$ cat config.mk
export PLATFORM = sky130hd
export DESIGN_NAME = kwfrl_table
export DESIGN_NICKNAME = d
export VERILOG_FILES = /design/src/design/kwfrl_pkg.sv /design/src/design/kwfrl_cell.sv /design/src/design/kwfrl_table.sv
export SDC_FILE = /design/constraint.sdc
export NUM_CORES = 2
export LEC_CHECK = 0
export ABC_CLOCK_PERIOD_IN_PS = 10550
export BUFFER_PORTS_ARGS = -buffer_cell sky130_fd_sc_hd__buf_2
export CORE_UTILIZATION = 55
export CTS_CLUSTER_DIAMETER = 60
export DETAILED_ROUTE_END_ITERATION = 10
export GPL_ROUTABILITY_DRIVEN = 1
export PLACE_DENSITY = 0.8
export SLEW_MARGIN = 20
export SYNTH_ARGS = -nofsm -noshare
export SYNTH_HDL_FRONTEND = slang
export SYNTH_SLANG_ARGS = --single-unit
$ cat constraint.sdc
create_clock -name clk -period 10.55 [get_ports clk]
set_clock_uncertainty 0.1 [all_clocks]
set_input_delay 0.5275 -clock clk [delete_from_list [all_inputs] [get_ports clk]]
set_output_delay 0.5275 -clock clk [all_outputs]
set_load 0.02 [all_outputs]
$ cat src/design/kwfrl_pkg.sv
// Shared types and constants of the keyed fixed-window rate limiter.
package kwfrl_pkg;

  localparam int DEF_SOURCE_ENTRIES   = 16;
  localparam int DEF_DEST_ENTRIES     = 16;
  localparam int DEF_KEY_WIDTH        = 64;
  localparam int DEF_MAX_SOURCE_BYTES = 255;

  localparam int CFG_INDEX_W = 3;
  localparam int CFG_DATA_W  = 32;
  localparam int IN_DATA_W   = 208;
  localparam int OUT_DATA_W  = 8;

  typedef enum logic [CFG_INDEX_W-1:0] {
    REG_ENABLED        = 3'd0,
    REG_PAY_AMOUNT     = 3'd1,
    REG_SOURCE_WINDOW  = 3'd2,
    REG_SOURCE_LIMIT   = 3'd3,
    REG_DEST_WINDOW    = 3'd4,
    REG_ADDRESS_LIMIT  = 3'd5,
    REG_GLOBAL_WINDOW  = 3'd6,
    REG_GLOBAL_BUDGET  = 3'd7
  } reg_index_t;

  typedef enum logic [2:0] {
    ST_PAID         = 3'd0,
    ST_DISABLED     = 3'd1,
    ST_INVALID      = 3'd2,
    ST_BAD_ADDRESS  = 3'd3,
    ST_RATE_LIMITED = 3'd4,
    ST_FAILED       = 3'd5
  } status_t;

  // Command broadcast to every cell of one table.
  typedef struct packed {
    logic        prune;
    logic        lookup;
    logic        restart;
    logic        incr;
    logic [31:0] now;
    logic [31:0] win;
  } cell_op_t;

  // Priority chain passed from cell to cell.
  typedef struct packed {
    logic hit;
    logic free;
  } chain_t;

  // now >= start and now - start >= win
  function automatic logic expired(input logic [31:0] now, input logic [31:0] start,
                                   input logic [31:0] win);
    return (now >= start) && ((now - start) >= win);
  endfunction

  // now < start or now - start >= win
  function automatic logic stale(input logic [31:0] now, input logic [31:0] start,
                                 input logic [31:0] win);
    return (now < start) || ((now - start) >= win);
  endfunction

endpackage

$ cat src/design/kwfrl_cell.sv
// One table entry: valid bit, key, window start and count, with chain logic.
module kwfrl_cell import kwfrl_pkg::*; #(
  parameter int KEY_WIDTH = DEF_KEY_WIDTH
) (
  input  logic                 clk,
  input  logic                 rst,
  input  cell_op_t             op,
  input  logic [KEY_WIDTH-1:0] key,
  input  logic                 global_hit,
  input  logic                 sel,
  input  chain_t               chain_in,
  output chain_t               chain_out,
  output logic                 take,
  output logic [31:0]          start_out,
  output logic [15:0]          count_out
);

  logic                 valid;
  logic [KEY_WIDTH-1:0] key_store;
  logic [31:0]          start;
  logic [15:0]          count;

  logic valid_eff, match, hit_here, free_here, ins;

  always_comb begin
    valid_eff = valid & ~(op.prune & expired(op.now, start, op.win));
    match     = valid_eff & (key_store == key);
    hit_here  = op.lookup & match & ~chain_in.hit;
    free_here = op.lookup & ~valid_eff & ~chain_in.free;
    ins       = free_here & ~global_hit;
    take      = hit_here | ins;
    chain_out.hit  = chain_in.hit | match;
    chain_out.free = chain_in.free | ~valid_eff;
  end

  assign start_out = start;
  assign count_out = count;

  always_ff @(posedge clk) begin
    if (rst) begin
      valid <= 1'b0;
    end else begin
      valid <= valid_eff | ins;
    end
  end

  always_ff @(posedge clk) begin
    if (ins) begin
      key_store <= key;
      start     <= op.now;
      count     <= '0;
    end else if (sel) begin
      if (op.restart) begin
        start <= op.now;
      end
      count <= (op.restart ? 16'd0 : count) + {15'd0, op.incr};
    end
  end

endmodule

$ cat src/design/kwfrl_table.sv
// A row of entry cells linked by the first-hit and first-free chain.
module kwfrl_table import kwfrl_pkg::*; #(
  parameter int ENTRIES   = DEF_SOURCE_ENTRIES,
  parameter int KEY_WIDTH = DEF_KEY_WIDTH
) (
  input  logic                 clk,
  input  logic                 rst,
  input  cell_op_t             op,
  input  logic [KEY_WIDTH-1:0] key,
  input  logic [ENTRIES-1:0]   sel,
  output logic [ENTRIES-1:0]   take,
  output logic                 full,
  output logic [31:0]          rd_start,
  output logic [15:0]          rd_count
);

  chain_t              chain [ENTRIES+1];
  logic [31:0]         starts [ENTRIES];
  logic [15:0]         counts [ENTRIES];
  logic                global_hit;

  assign chain[0]   = '0;
  assign global_hit = chain[ENTRIES].hit;
  assign full       = op.lookup & ~chain[ENTRIES].hit & ~chain[ENTRIES].free;

  for (genvar i = 0; i < ENTRIES; i++) begin : g_cell
    kwfrl_cell #(.KEY_WIDTH(KEY_WIDTH)) u_cell (
      .clk        (clk),
      .rst        (rst),
      .op         (op),
      .key        (key),
      .global_hit (global_hit),
      .sel        (sel[i]),
      .chain_in   (chain[i]),
      .chain_out  (chain[i+1]),
      .take       (take[i]),
      .start_out  (starts[i]),
      .count_out  (counts[i])
    );
  end

  // sel has at most one bit set, so an OR of masked entries reads the selected one
  always_comb begin
    rd_start = '0;
    rd_count = '0;
    for (int i = 0; i < ENTRIES; i++) begin
      rd_start = rd_start | (sel[i] ? starts[i] : 32'd0);
      rd_count = rd_count | (sel[i] ? counts[i] : 16'd0);
    end
  end

endmodule

==> flow_metrics.tcl <==
set metrics [dict create \
    drtIter0Drc 13400 \
    final_cell_mix "edfxtp_1 (1536), ha_1 (1056), xnor2_1 (853), xor2_1 (731), inv_1 (714)" \
    drive_above_1_share_pct 8.31 \
    cts.sink_count 1808 \
    nFillCells 15900 \
    synth_cell_type_count 105 \
    hold_end "g_cell[5].u_cell.start_out[25]" \
    dpl.hpwl_um 324000 \
    cts_resized 0 \
    synth-compound-area-share_pct 13.9 \
    crit_path_end_kind "output port" \
    cp.required_ps 9920 \
    ios 215 \
    finalCritPeriodShare_pct 96.0 \
    fp-row-count 166 \
    place_congestion 1.05 \
    drt_wl_total_um 449000 \
    synth_ff_type "edfxtp_1" \
    synth_edf_count 1536 \
    synth_xor_area_share_pct 12.2 \
    final_common_cell "edfxtp_1" \
    fin_util_pct 61.5 \
    maxSlewHeadroom_pct 16.3 \
    clockBufferDepth 3 \
    synth_fp_nets 11900 \
    timing.rr.end "g_cell[11].u_cell.start_out[27]" \
    grt_pass1_vias 90200 \
    overflow 0 \
    start_util_pct 55.4 \
    wl_met2_um 199000 \
    slew_viol_final 0 \
    dieWidth_um 456 \
    clk_latency_ps 900 \
    muxShareOfSynthArea_pct 0.403 \
    synth-seq-area-share_pct 45.5 \
    clk_pin_slew_ps 60 \
    synth_fa_ha_area_share_pct 11.9 \
    clock_tree.root_cell "clkbuf_16" \
    tns_ps 0 \
    crit_arrival_ps 9500 \
    synth_area_sq_mm 0.113 \
    cpMaxStageDelayCell "o21ai_1" \
    ant_nets 0 \
    final_net_count 12200 \
    timing.rr.start "g_cell[0].u_cell.start_out[1]" \
    hold_violations 0 \
    setup_slack_ps 425 \
    regToRegSetupSlack_ps 1520 \
    cpPeakStageDelay_ps 710 \
    antenna_found_initial 23 \
    die_area_sq_mm 0.208 \
    synth-seq-cells 1808 \
    vias 93400 \
    avgRoutedWirePerCell_um 32.4 \
    setup_viol 0 \
    routed.top_layer "met5" \
    fp.dieH_um 456 \
    outcome "complete, no violations" \
    grt_usage_pct 42.1 \
    synthCells 10600 \
    vdd_ir_drop_max_v 0.000215 \
    yosys.area_share.simple_pct 12.3 \
    worstRegToRegCells 28 \
    wl_met3_um 52700 \
    dpl.cell_count 13500 \
    hold_depth 1 \
    p_leak_uw 0.0496 \
    rsz0062_at_grt "no" \
    viasPerCell 6.73 \
    synth_top_family_by_area "compound AO/OA/AOI/OAI gates" \
    preCtsSetupSlack_ps 862 \
    instances_no_fill 13900 \
    max_cap_violations 0 \
    portBuffers 214 \
    max_freq_mhz 98.8 \
    grt_pass1_wl_um 628000 \
    post-cts-setup-buffer-count 0 \
    hp-class "input port to flop" \
    synthArstFlopShare_pct 0 \
    drtPass1Iterations 6 \
    yosysWarnings 0 \
    worst_slew_pin_slew_ps 1250 \
    avgSynthCellArea_sq_um 10.7 \
    syn_to_final_growth_pct 11.1 \
    grt_max_degree 81 \
    power_density_mw_per_mm2 160 \
    cts_tree "done" \
    critical_path.max_fanout 25 \
    drc_errors 0 \
    core_area_sq_mm 0.205 \
    layout_min_cycle_time_ps 10130 \
    crit_type "input port to output port" \
    min_from "op[57]" \
    start_kind "input port" \
    cts_buffers 194 \
    cts_max_level 4 \
    wl_met1_um 157000 \
]
-- cell families (layout without fill, tap and decap cells) --
kind of cell / after synthesis / count (layout)
multiplexers: 44 / 44
buffers and inverters: 1040 / 1592
other: 0 / 16
XOR/XNOR: 1584 / 1584
AO/OA/AOI/OAI: 2352 / 2352
flip-flops: 1808 / 1808
adder cells (fa/ha/maj): 1072 / 1072
AND/OR/NAND/NOR: 2735 / 2735
-- cells in the mapped netlist (all sizes together), types with 216 or more instances --
library cell	count	share of area (%)
o21ai	423	1.9
nand2	638	2.1
dfxtp	272	4.8
edfxtp	1536	41
xor2	731	5.7
ha	1056	12
inv	719	2.4
nand4	381	2.1
nor2	613	2.0
nor4	216	1.3
a21o	270	1.8
a21oi	639	2.8
xnor2	853	6.6
-- layer usage --
layer	up-vias	GRT usage (%)
met2	6635	65.7
li1	40100	-
met3	1586	9.05
met4	12	31.9
met5	-	0
met1	45100	51.1
-- power by group --
group | internal (uW) | switching [uW] | total, uW
clock | 4050 | 3130 | 7180
combinational | 1690 | 3000 | 4680
sequential | 8010 | 205 | 8220
-- through the flow --
stage / area, sq um / power, uW / hold slack [ps]
floorplan: 113000 / 11200 / 356
global placement: 119000 / 12800 / 384
detailed placement: 119000 / 12900 / 402
CTS: 126000 / 19900 / 0.221
global route: 126000 / 20700 / 19.4
finish: 126000 / 20100 / 38.0
-- layout make-up --
type	count	area, sq um	area share [%]
clock buffers	247	5230	4.15
repair buffers	513	3780	3.01
flip-flops and latches	1808	51600	41.0
diodes	16	40.0	0.0318
multi-input cells	7787	57700	45.9
clock inverters	111	1430	1.14
inverters	721	2710	2.15
well taps	2688	3360	2.67
-- worst max-delay path by stage --
| stage | startpoint | slack, ps | cells after the start | to |
|---|---|---|---|---|
| after detailed placement | op[35] | 860 | 28 | g_cell[3].u_cell.start_out[0] |
| after global placement | op[35] | 900 | 27 | take[1] |
| after global routing | op[35] | 40 | 28 | take[8] |
| final | op[35] | 420 | 28 | take[1] |
| after CTS | op[35] | 330 | 28 | take[1] |
| after floorplan | op[32] | 1280 | 29 | g_cell[12].u_cell.key_store[0] |
-- critical path, delay by kind of cell --
family	cells	cell delay (ps)
compound gates	12	3570
simple gates	9	2850
buf+inv	4	1570
fa+ha+maj	2	680
mux	1	230
-- sequential cells by signal, summed over array words and instances (netlist names) --
name and flops:
g_cell.u_cell.start_out 512, g_cell.u_cell.count_out 256, g_cell.u_cell.valid 16, g_cell.u_cell.key_store 1024
-- repair_timing --
| item | CTS | global route |
|---|---|---|
| hold buffers | 21 | 0 |
| hold endpoints to repair | 74 | 0 |
| setup endpoints to repair | 0 | 0 |
Note: power is estimated with default switching activity, not from simulation.
